$ cat config.mk
export PLATFORM = sky130hd
export DESIGN_NAME = atuv_div_cell
export DESIGN_NICKNAME = d
export VERILOG_FILES = /design/src/rtl/atuv_div_cell.sv
export SDC_FILE = /design/constraint.sdc
export NUM_CORES = 1
export LEC_CHECK = 0
export BUFFER_PORTS_ARGS = -buffer_cell sky130_fd_sc_hd__buf_2
export CAP_MARGIN = 20
export CORE_ASPECT_RATIO = 1.75
export CORE_UTILIZATION = 35
export CTS_CLUSTER_SIZE = 14
export DETAILED_ROUTE_END_ITERATION = 10
export PLACE_DENSITY_LB_ADDON = 0.05
export SYNTH_ARGS = -nofsm -noshare
export SYNTH_HDL_FRONTEND = slang
export SYNTH_SLANG_ARGS = --single-unit
$ cat constraint.sdc
create_clock -name clock -period 6.19 [get_ports clock]
set_clock_uncertainty 0.2 [all_clocks]
set_input_delay 1.238 -clock clock [delete_from_list [all_inputs] [get_ports clock]]
set_output_delay 1.238 -clock clock [all_outputs]
set_load 0.01 [all_outputs]
$ cat src/rtl/atuv_div_cell.sv
// One restoring-division cell: retires one quotient bit per lane and
// hands remainder, divisor, dividend, quotient and side data to the next cell.
module atuv_div_cell #(
   parameter int LANES = 1,
   parameter int DW    = 8,
   parameter int NW    = 8,
   parameter int SW    = 1
) (
   input  logic                       clock,
   input  logic                       reset,
   input  logic                       en,
   input  logic                       in_vld,
   input  logic [LANES-1:0][DW-1:0]   in_rem,
   input  logic [LANES-1:0][DW-1:0]   in_dvs,
   input  logic [LANES-1:0][NW-1:0]   in_num,
   input  logic [LANES-1:0][NW-1:0]   in_quo,
   input  logic [SW-1:0]              in_side,
   output logic                       out_vld,
   output logic [LANES-1:0][DW-1:0]   out_rem,
   output logic [LANES-1:0][DW-1:0]   out_dvs,
   output logic [LANES-1:0][NW-1:0]   out_num,
   output logic [LANES-1:0][NW-1:0]   out_quo,
   output logic [SW-1:0]              out_side
);

   logic                     vld_ff;
   logic [LANES-1:0][DW-1:0] rem_ff, rem_in, dvs_ff;
   logic [LANES-1:0][NW-1:0] num_ff, num_in, quo_ff, quo_in;
   logic [SW-1:0]            side_ff;

   always_comb begin
      logic [DW:0] wide;
      wide = '0;
      for (int l = 0; l < LANES; l++) begin
         wide      = {in_rem[l], in_num[l][NW-1]};
         num_in[l] = in_num[l] << 1;
         if (wide >= {1'b0, in_dvs[l]}) begin
            rem_in[l] = DW'(wide - {1'b0, in_dvs[l]});
            quo_in[l] = {in_quo[l][NW-2:0], 1'b1};
         end else begin
            rem_in[l] = wide[DW-1:0];
            quo_in[l] = {in_quo[l][NW-2:0], 1'b0};
         end
      end
   end

   always_ff @(posedge clock) begin
      if (reset) begin
         vld_ff <= 1'b0;
      end else if (en) begin
         vld_ff <= in_vld;
      end
   end

   always_ff @(posedge clock) begin
      if (en) begin
         rem_ff  <= rem_in;
         dvs_ff  <= in_dvs;
         num_ff  <= num_in;
         quo_ff  <= quo_in;
         side_ff <= in_side;
      end
   end

   assign out_vld  = vld_ff;
   assign out_rem  = rem_ff;
   assign out_dvs  = dvs_ff;
   assign out_num  = num_ff;
   assign out_quo  = quo_ff;
   assign out_side = side_ff;

endmodule

=== Word level (Yosys, flattened, before mapping) ===
Index checks and enable logic that the tools add are counted.

* Word-level logic and storage cells: 10
* Flip-flop bits (word level): 33

* Multiplexer cells: 2
* Order comparisons: 1
* Add/sub/neg operators: 1

{| class="wikitable"
|+ Operators by type and width
! operator !! number
|-
| $ge A9 B8 Y1 || 1
|-
| $mux W8 || 1
|-
| $sub A8 B8 Y8 || 1
|-
| $mux W1 || 1
|}

=== Logic depth before layout (Yosys ltp) ===
* Depth after elaboration: 2
* Depth in mapped cells: 8
* Mapped depth without buffers: 8

=== Worst setup path before layout ===
OpenSTA, ideal clock, no wires.

* Kind: input to register
* Start point: input in_num[7] in the netlist's numbering
* End point: register rem_ff, in the netlist out_rem[6], data pin
* Cell stages on the path: 8
* Slack: 2.979 ns
* Arrival: 2.751 ns
* Path buffers: 0
* Required time: 5.730 ns
* Setup time: 0.260 ns
* Cell sequence: inv_1 -> ha_1 -> fa_1 -> nor2b_1 -> o31a_1 -> nor4_1 -> a311o_1 -> mux2_2

{| class="wikitable"
|+ RTL lines
! what !! RTL line !! RTL
|-
| start, declared || 15 || <nowiki>input logic [LANES-1:0][NW-1:0] in_num,</nowiki>
|-
| end signal, assigned || 57 || <nowiki>rem_ff <= rem_in;</nowiki>
|-
| end, declared || 27 || <nowiki>logic [LANES-1:0][DW-1:0] rem_ff, rem_in, dvs_ff;</nowiki>
|}

==> impl_metrics.csv <==
group,metric,value,unit
critical_path,slowest_delay,0.42,ns
timing,fmax,315,MHz
critical_path,end_kind,"register",
detailed_routing,wl_per_cell,12.6,um
final_layout,instances_no_fill,227,
final_layout,fin_util,48.8,%
logic_synthesis,synth_mux_area_share,5.66,%
logic_synthesis,synth_seq_cells,33,
critical_path,worst_setup_path_start_kind,"primary input",
critical_path,slowest_stage,"fa_1",
timing,whs,0.299,ns
cts,numCtsBuffers,5,
critical_path,crit_chain,"buf_2 > ha_1 > fa_1 > nor2b_1 > o31a_1 > nor4_1 > a311o_1 > mux2_2",
status,status,"complete, no violations",
cts,cts_buffer_depth,2,
timing,period_minus_slack,3.17,ns
logic_synthesis,yosysUniqueCellTypes,34,
detailed_routing,num_vias,1073,
logic_synthesis,synthesis.area,1530,um^2
logic_synthesis,synth_compound_area_share,11.2,%
die,ios,71,
critical_path,cp_top_family,"adder cells",
detailed_routing,drt-total-wl,2870,um
logic_synthesis,avgSynthCellArea,14.5,um^2
detailed_routing,drc_errors,0,
cts,clk_latency,0.28,ns
logic_synthesis,synth-async-reset-ratio,0,%
logic_synthesis,synth-seq-area-share,64.3,%
final_layout,drive_above_1_share,47.2,%
critical_path,r2r_setup_slack,5.41,ns
logic_synthesis,synth_edf_count,32,
place,dp.cells,219,
logic_synthesis,synthAdderAreaFrac,7.88,%
timing,finalSetupViolCount,0,
cts,cts.clk_slew.worst_paths,0.07,ns
grt,grt_pass1_wl,4110,um
place,gp_congestion,0.731,
critical_path,critical_path_class,"in2reg",
cts,cts_sinks,33,
pwr,p_leak,0.909,nW
die,core,4150,um^2
min_path,hold_path_class,"reg2reg",
detailed_routing,drtAntennaViolNets,0,
timing,slew_viol_final,0,
final_layout,nets,223,
logic_synthesis,yosysWarnings,0,
final_layout,area_growth,32.8,%
timing,slew_headroom,51.5,%
logic_synthesis,syn-num-nets,151,
logic_synthesis,synthFlopType,"edfxtp_1",
timing,rsz0062_at_grt,"no",
die,start_util,36.8,%
logic_synthesis,yosysMostFrequentCell,"edfxtp_1",
detailed_routing,vias_per_cell,4.73,
logic_synthesis,synth-xor-area-share,1.72,%
cts,cts_root_buf,"clkbuf_8",
logic_synthesis,synth_top_family_by_area,"compound AO/OA/AOI/OAI gates",
logic_synthesis,synth_top_cell_by_area,"edfxtp_1",
die,die_h,89.3,um
logic_synthesis,synth_simple_gate_area_share,4.68,%
critical_path,cp_max_fo,3,
timing,hold_viol,0,
grt,grt.total_usage,12.6,%
pwr,power.density,287,nW/um^2
pwr,ir_worst_vdd,0.000172,V
grt,grt_remaining_overflow,0,
timing,worst_pin_slew,0.728,ns
timing,min_period_over_period,51.2,%
grt,grt_max_degree,34,
die,row_count,31,
cts,htree_levels,2,
logic_synthesis,ys_top_cells_by_count,"edfxtp_1, inv_1, ha_1, mux2_2",
critical_path,crit_buf_inv,1,
critical_path,cp.required,6.03,ns
detailed_routing,drtIter0Drc,5,
logic_synthesis,synth_cells,105,
cts,cts_setup_buffers,0,
cts,cts_tree,"yes",
cts,ctsResizeCount,0,
grt,grt_pass1_vias,993,
detailed_routing,drtPass1Iterations,4,
critical_path,cp.arrival,3.01,ns
cts,ctsHoldBuffers,0,
flow_run,drv_cap,0,
die,die_w,51.9,um
logic_synthesis,yosys-top-cells-area,"edfxtp_1, ha_1, mux2_2",
logic_synthesis,yosysTopAreaCellShare,63.0,%
pwr,total_power,0.000581,W
place,hpwl,2150,um
timing,fin_tns_setup,0,ns
final_layout,diodes,0,
die,dieArea,4640,um^2
grt,antenna_found_initial,0,
place,io_buffers,68,
-- state kept, by name (all words and copies together), names as in the netlist --
register and cells:
out_dvs 8, out_side 1, out_quo 8, out_rem 8, out_num 7, out_vld 1
-- report_power, final --
part	internal, W	leakage, nW	switching (W)	total (W)
Clock	0.000131	0.0585	0.0000742	0.000205
Sequential	0.000271	0.322	0.00000433	0.000275
Combinational	0.0000471	0.529	0.0000541	0.000101
Total	0.000449	0.909	0.000133	0.000581
-- per-layer routing --
layer | vias up | global-route usage (%) | wire length, um
met3 | 7 | 4.08 | 214
met1 | 488 | 11.2 | 962
met5 | - | 0 | 0
met4 | 0 | 8.85 | 72
li1 | 530 | - | -
met2 | 48 | 23.1 | 1620
-- placed cells by master (no fill, tap or decap), drive strengths merged, types with 3 or more instances in the layout --
master / n
buf: 68
o21ai: 5
nor2: 4
a21o: 3
ha: 8
mux2i: 3
clkbuf: 7
edfxtp: 32
inv: 13
mux2: 5
a21oi: 5
-- worst paths after layout --
check,startpoint,to,depth (start not counted)
worst max-delay path,in_dvs[0],out_rem[6]$_DFFE_PP_,8
worst min register to register,out_vld$_SDFFE_PP0P_,out_vld$_SDFFE_PP0P_,2
worst max register to register,out_vld$_SDFFE_PP0P_,out_vld$_SDFFE_PP0P_,2
worst min-delay path,out_vld$_SDFFE_PP0P_,out_vld$_SDFFE_PP0P_,2
-- tightest hold or removal path, delay by kind of cell (launching register included) --
kind | cells | cell delay, ns
AND/OR/NAND/NOR | 1 | 0.08
flip-flops | 1 | 0.32
multiplexers | 1 | 0.06
-- logic make-up after synthesis --
| logic type | after synthesis |
|---|---|
| buf+inv | 16 |
| fa+ha+maj | 9 |
| mux | 8 |
| xor+xnor | 3 |
| compound gates | 21 |
| other cells | 1 |
| simple gates | 14 |
| flops | 33 |
-- metrics by stage --
step | cell area (um^2) | setup slack [ns]
after floorplan | 1530 | 2.98
final | 2030 | 3.02
after global routing | 2030 | 2.95
after global placement | 1910 | 2.75
after detailed placement | 1910 | 2.71
after CTS | 2030 | 3.02
-- layout make-up --
cell class / instances / area [um^2]
clock buffers: 7 / 86.3
clock inverters: 1 / 30.0
fillers: 379 / 2120
inverters: 13 / 48.8
multi-input cells: 56 / 478
flip-flops and latches: 33 / 981
well taps: 49 / 61.3
repair buffers: 68 / 340
No activity file was read; power rests on OpenSTA's default activity.
