`src/rtl/atuv_pkg.sv`:
```
// Shared constants and types for the atlas tile UV calculator.
// No dependencies; the files that use it refer to it by scoped names.
package atuv_pkg;

   localparam int IDX_W     = 28;  // tile index width
   localparam int UV_W      = 17;  // unsigned Q1.16 result width
   localparam int CNT_W     = 15;  // column and row count width
   localparam int CSR_IDX_W = 3;

   localparam logic [UV_W-1:0] UV_MAX = 17'h1FFFF;

   typedef enum logic [CSR_IDX_W-1:0] {
      CSR_TILE_WIDTH   = 3'd0,
      CSR_TILE_HEIGHT  = 3'd1,
      CSR_TILE_SPACING = 3'd2,
      CSR_ATLAS_MARGIN = 3'd3,
      CSR_ATLAS_WIDTH  = 3'd4,
      CSR_ATLAS_HEIGHT = 3'd5
   } csr_index_type;

endpackage

```
`src/rtl/atuv_edge.sv`:
```
// Range check and pixel edges of a tile from its column and row.
// Two register stages: products, then edge sums. Uses atuv_pkg.
module atuv_edge #(
   parameter int CW = 15
) (
   input  logic                       clock,
   input  logic                       reset,
   input  logic                       en,
   input  logic                       in_vld,
   input  logic [atuv_pkg::IDX_W-1:0] in_row,
   input  logic [CW-1:0]              in_col,
   input  logic [CW-1:0]              in_cols,
   input  logic [CW-1:0]              in_rows,
   input  logic [CW-1:0]              tile_width,
   input  logic [CW-1:0]              tile_height,
   input  logic [CW-1:0]              tile_spacing,
   input  logic [CW-1:0]              atlas_margin,
   output logic                       out_vld,
   output logic                       out_ok,
   output logic [CW-1:0]              out_cols,
   output logic [CW-1:0]              out_rows,
   output logic [CW-1:0]              out_x0,
   output logic [CW-1:0]              out_x1,
   output logic [CW-1:0]              out_y0,
   output logic [CW-1:0]              out_y1
);

   logic            e1_vld_ff, e2_vld_ff;
   logic            e1_ok_ff, e1_ok_in, e2_ok_ff;
   logic [CW-1:0]   e1_cols_ff, e1_rows_ff, e2_cols_ff, e2_rows_ff;
   logic [2*CW:0]   px_ff, px_in, py_ff, py_in;
   logic [CW:0]     pitch_w, pitch_h;
   logic [CW-1:0]   x0_in, x1_in, y0_in, y1_in;
   logic [CW-1:0]   x0_ff, x1_ff, y0_ff, y1_ff;

   // index past the grid shows up as a row beyond the row count
   assign e1_ok_in = (in_cols != '0) && (in_rows != '0) &&
                     (in_row < atuv_pkg::IDX_W'(in_rows));
   assign pitch_w  = {1'b0, tile_width} + {1'b0, tile_spacing};
   assign pitch_h  = {1'b0, tile_height} + {1'b0, tile_spacing};
   assign px_in    = (2*CW+1)'(in_col * pitch_w);
   assign py_in    = (2*CW+1)'(in_row[CW-1:0] * pitch_h);

   // edges fit the extent whenever the index is in range
   assign x0_in = px_ff[CW-1:0] + atlas_margin;
   assign y0_in = py_ff[CW-1:0] + atlas_margin;
   assign x1_in = x0_in + tile_width;
   assign y1_in = y0_in + tile_height;

   always_ff @(posedge clock) begin
      if (reset) begin
         e1_vld_ff <= 1'b0;
         e2_vld_ff <= 1'b0;
      end else if (en) begin
         e1_vld_ff <= in_vld;
         e2_vld_ff <= e1_vld_ff;
      end
   end

   always_ff @(posedge clock) begin
      if (en) begin
         e1_ok_ff   <= e1_ok_in;
         e1_cols_ff <= in_cols;
         e1_rows_ff <= in_rows;
         px_ff      <= px_in;
         py_ff      <= py_in;
         e2_ok_ff   <= e1_ok_ff;
         e2_cols_ff <= e1_cols_ff;
         e2_rows_ff <= e1_rows_ff;
         x0_ff      <= x0_in;
         x1_ff      <= x1_in;
         y0_ff      <= y0_in;
         y1_ff      <= y1_in;
      end
   end

   assign out_vld  = e2_vld_ff;
   assign out_ok   = e2_ok_ff;
   assign out_cols = e2_cols_ff;
   assign out_rows = e2_rows_ff;
   assign out_x0   = x0_ff;
   assign out_x1   = x1_ff;
   assign out_y0   = y0_ff;
   assign out_y1   = y1_ff;

endmodule

```
`config.mk`:
```
export PLATFORM = sky130hd
export DESIGN_NAME = atuv_edge
export DESIGN_NICKNAME = d
export VERILOG_FILES = /design/src/rtl/atuv_pkg.sv /design/src/rtl/atuv_edge.sv
export SDC_FILE = /design/constraint.sdc
export NUM_CORES = 1
export LEC_CHECK = 0
export BUFFER_PORTS_ARGS = -buffer_cell sky130_fd_sc_hd__buf_4
export CORE_ASPECT_RATIO = 0.5
export CORE_MARGIN = 2
export CORE_UTILIZATION = 35
export DETAILED_ROUTE_END_ITERATION = 8
export GPL_TIMING_DRIVEN = 0
export PLACE_DENSITY_LB_ADDON = 0.25
export SYNTH_ARGS = -nofsm -noshare
export SYNTH_HDL_FRONTEND = slang
export SYNTH_SLANG_ARGS = --single-unit
```
`constraint.sdc`:
```
create_clock -name clock -period 10.34 [get_ports clock]
set_input_delay 2.068 -clock clock [delete_from_list [all_inputs] [get_ports clock]]
set_output_delay 2.068 -clock clock [all_outputs]
set_load 0.05 [all_outputs]
```
# [Yosys cells after proc, flatten, opt, wreduce, memory -nomap -nowiden]
# Cells that the tools add are included.
# Widths: inputs -> output; s select.
[classes] n_addsub=6 n_mul=2 magnitude_cmp=1 reduce_logical=4
[ops] cell="$add 15x15->15" n=4
[ops] cell="$add 15x15->16" n=2
[ops] cell="$mul 15x16->15" n=2
[ops] cell="$reduce_bool 15->1" n=2
[ops] cell="$lt 28x15->1" n=1
[ops] cell="$logic_and 1x1->1" n=2
[totals] reg_bits=154 elab_cells=27

# [Logic depth before layout (Yosys ltp)]
[depth] ltp_word=3 depth_mapped=30 ltp_nobuf=30

# [Worst setup path after synthesis]
# OpenSTA, ideal clock, no wires.
[synth_timing] kind="input -> register" start="input tile_height[1]" end="register py_ff[14], data pin" setup_ps=268 arrival_ps=8883 required_ps=10072 path_slack_ps=1189 cell_stages=27 path_cell_list="ha_1 -> a21o_1 -> a21oi_2 -> o21ai_1 -> a31oi_1 -> o21ai_0 -> or4_1 -> o21ai_0 -> xnor2_1 -> nand2_1 -> fa_1 -> fa_1 -> fa_1 -> fa_1 -> inv_1 -> fa_1 -> inv_1 -> fa_1 -> xor2_1 -> xnor2_1 -> xnor2_1 -> xnor2_1 -> xnor3_1 -> xor2_1 -> xnor3_1 -> xnor2_2 -> xnor3_1"
[synth_via] elab_chain_len=2
[synth_rtl] item="from (decl)" line="atuv_edge.sv:15" source="input logic [CW-1:0] tile_height,"
[synth_rtl] item="$add 15x15->16" line="atuv_edge.sv:40" source="assign pitch_h = {1'b0, tile_height} + {1'b0, tile_spacing};"
[synth_rtl] item="$mul 15x16->15" line="atuv_edge.sv:42" source="assign py_in = (2*CW+1)'(in_row[CW-1:0] * pitch_h);"
[synth_rtl] item="via py_in[14]" line="atuv_edge.sv:31" source="logic [2*CW:0] px_ff, px_in, py_ff, py_in;"
[synth_rtl] item="to (signal assigned)" line="atuv_edge.sv:66" source="py_ff <= py_in;"
[synth_rtl] item="to (decl)" line="atuv_edge.sv:31"
# The timed path passes the listed nets, and every way through them passes these cells.
# A chain may end at the register's enable or synchronous reset.

# [Worst setup path in the final report]
[layout_timing] start="input tile_spacing[0]" end="register py_ff[14], data pin"
[layout_via] elab_chain_len=2
[layout_rtl] item="from (decl)" line="atuv_edge.sv:16" source="input logic [CW-1:0] tile_spacing,"
[layout_rtl] item="$add 15x15->16" line="atuv_edge.sv:40"
[layout_rtl] item="$mul 15x16->15" line="atuv_edge.sv:42"
[layout_rtl] item="via py_in[14]" line="atuv_edge.sv:31"
# The timed path passes the listed nets, and every way through them passes these cells.

==> metrics.md <==
| Metric | Value |
|---|---|
| Outcome | finished, final reports clean |
| Top FF cell, synth | edfxtp_1 |
| Syn_nets | approximately 1,900 |
| Flip-flop and latch area | between 4000 and 5000 um2 |
| Clock tree buffer depth | 2 |
| Clock root buffer | clkbuf_16 |
| Vias in the first global route | between 10,000 and 15,000 |
| Via count | about 11,000 |
| Synth cell types | between 50 and 60 |
| Initial Util | a little over a third |
| Clk sinks | about 150 |
| Commonest non-fill, non-tap cell in the layout | inv_1 |
| Worst Hold Class | reg -> reg |
| Initial drt markers | 440 |
| Multi-input logic area | about 9700 um2 |
| Post-DP HPWL | roughly 31,000 um |
| Flop2flop setup slack | around 5600 ps |
| Clock latency on the worst-skew pair | between 400 and 500 ps |
| PostCTS Resize Cnt | 0 |
| Die Ht | 152 um |
| Port bufs | ~230 |
| Final antenna-violating net count | 0 |
| Reg-to-reg endpoint | out_y1[14]$_DFFE_PP_ |
| Area added between synthesis and finish | 19.6% |
| Wire length per cell | roughly 16 um |
| NumNets Final | 2,158 |
| GPL Wtd Cong | 0.836 |
| Startpoint Class | primary input |
| DRT Wirelength | roughly 38,000 um |
| Largest net degree at the start of global routing | 84 |
| Post-Synthesis Cells | ~1,500 |
| Final setup fails | 0 |
| DRT Pass-1 Iters | 5 |
| Post-layout minimum cycle time | just under 10,000 ps |
| Crit path top cell by count | fa_1 |
| Htree depth | 4 |
| Fraction of layout cells with a size suffix above 1 | roughly 15% |
| Number of vias per cell | about 4.7 |
| CTS tree | done |
| Synth Area per Inst | 10.5 um2 |
| FMAX | 104 MHz |
| Final clock skew | between 15 and 20 ps |
| Remaining Overflow, GRT | 0 |
| Final Core Density | between 40% and 50% |
| Hold Path Cell Cnt | 0 |
| Async SR Flop Fraction | 0% |
| FF-to-FF path depth | 17 |
| Non-Filler Cell Area, Final | ~18,000 um2 |
| Slew HR | 25.1% |
| DRC | 0 |
| Setup TNS | 0 ps |
| Area of the die | about 45,000 um2 |
| Sequential share of the synthesized area | a little under a third |
| Row count | 54 |
| Worst slew pin tran | 1120 ps |
| Synth Cell Area | around 15,000 um2 |
| Crit path DAT | 9780 ps |
| Core box area | approximately 43,000 um2 |
| Worst path slowest cell | xnor2_1 |
| CP Class | in -> reg |
| Crit. End Element | flop |
| Most frequent cells in the layout | inv_1, buf_4, ha_1 |
| Req. time, crit path | roughly 11,000 ps |
| Hold buffers post-CTS | 0 |
| Final Cycle Share | a little over 90% |
| Fill cells | 4,230 |
| Gr usage total | 17.4% |
| Clock transition at the registers of the reported paths | about 70 ps |
| Placed cell area | 17,700 um2 |
| RSZ-0062 raised after global routing | false |
| Number of synthesized flops with an enable pin | around 150 |
| Post-CTS Setup Inserts | 0 |
| FF+latch count, synth | roughly 150 |
| TritonCTS Buffers | 17 |
| Synth Warn # | 0 |
| Final hold vios | 0 |
| R2R Path Start | py_ff[0]$_DFFE_PP_ |
| Global-route wire length before repair | roughly 60,000 um |
| Critical path launch point | tile_spacing[0] |
| Initial antenna violation count | 1 |
| Max-cap violations | 0 |
| Top-Level Pins | between 200 and 250 |
| CP endpoint | py_ff[14]$_DFFE_PP_ |
| Critical Path Fanout Max | 9 |
| DIE WIDTH | 300 um |
| Max incr delay on CP | 710 ps |
| Max Slew Vio Count | 0 |
Yosys cell counts (15+ instances only):
library cell  count  area, um2
nand2_1         112        420
and2_1          114        713
inv_1           239        897
edfxtp_1        152       4560
nor2b_1          34        213
nor2_1           41        154
nor3_1           16       80.1
a21o_1           28        210
o21ai_0          15       75.1
o21bai_1         30        225
fa_1            142       2840
xnor2_1         111        972
clkbuf_1         23       86.3
a21oi_1          63        315
xor2_1           25        219
ha_1            182       2280
worst max-delay path, delay by kind of cell:
family                     cells  cell delay, ps
xor gates and xnor gates      10            2920
adders and majority gates      8            3570
buffers and inverters          6             390
AOI/OAI and AO/OA              3             330
and+or+nand+nor                3             470
registers in the layout, summed over array words and instances (netlist names):
register    cells
py_ff          15
out_y0         15
out_x0         15
e1_ok_ff        1
out_ok          1
out_x1         15
out_rows       15
e1_vld_ff       1
out_y1         15
e1_rows_ff     15
out_cols       15
out_vld         1
e1_cols_ff     15
px_ff          15
worst min path at each step:
stage,from,end,slack [ps]
floorplan,e1_cols_ff[0]$_DFFE_PP_,out_cols[0]$_DFFE_PP_,400
global placement,e1_cols_ff[5]$_DFFE_PP_,out_cols[5]$_DFFE_PP_,400
detailed placement,e1_rows_ff[2]$_DFFE_PP_,out_rows[2]$_DFFE_PP_,400
CTS,e1_cols_ff[1]$_DFFE_PP_,out_cols[1]$_DFFE_PP_,410
global route,e1_cols_ff[14]$_DFFE_PP_,out_cols[14]$_DFFE_PP_,420
finish,e1_cols_ff[1]$_DFFE_PP_,out_cols[1]$_DFFE_PP_,410
final cells by class:
type	count	area share [%]
Antenna cell	1	0.0137
Buffer	23	0.472
Clock buffer	20	2.39
Clock inverter	11	0.547
Inverter	239	4.91
Multi-Input combinational cell	1035	53.0
Sequential cell	154	25.2
Tap cell	588	4.02
Timing Repair Buffer	227	9.45
cell families after synthesis:
logic type	count (synthesis)	share of synthesized area, %
XOR/XNOR	143	8.74
AO/OA/AOI/OAI	190	8.26
adder cells (fa/ha/maj)	324	33.5
AND/OR/NAND/NOR	376	12.8
multiplexers	2	0.131
buffers and inverters	262	6.43
flip-flops	154	30.1
through the flow:
step	hold slack (ps)	setup slack [ps]	cells
6_report	411	718	2298
5_1_grt	418	267	2298
4_1_cts	408	667	2297
3_5_place_dp	405	223	2266
3_3_place_gp	401	208	2265
2_1_floorplan	400	1190	1451
routing by layer:
layer	wire [um]	global-route usage, %
met1	16900	22.1
met2	19000	31.2
met3	1000	2.52
met4	600	4.73
met5	0	0
Power is not shown: default switching activity piles up to over one toggle a cycle in this logic, so the estimate is an artifact.
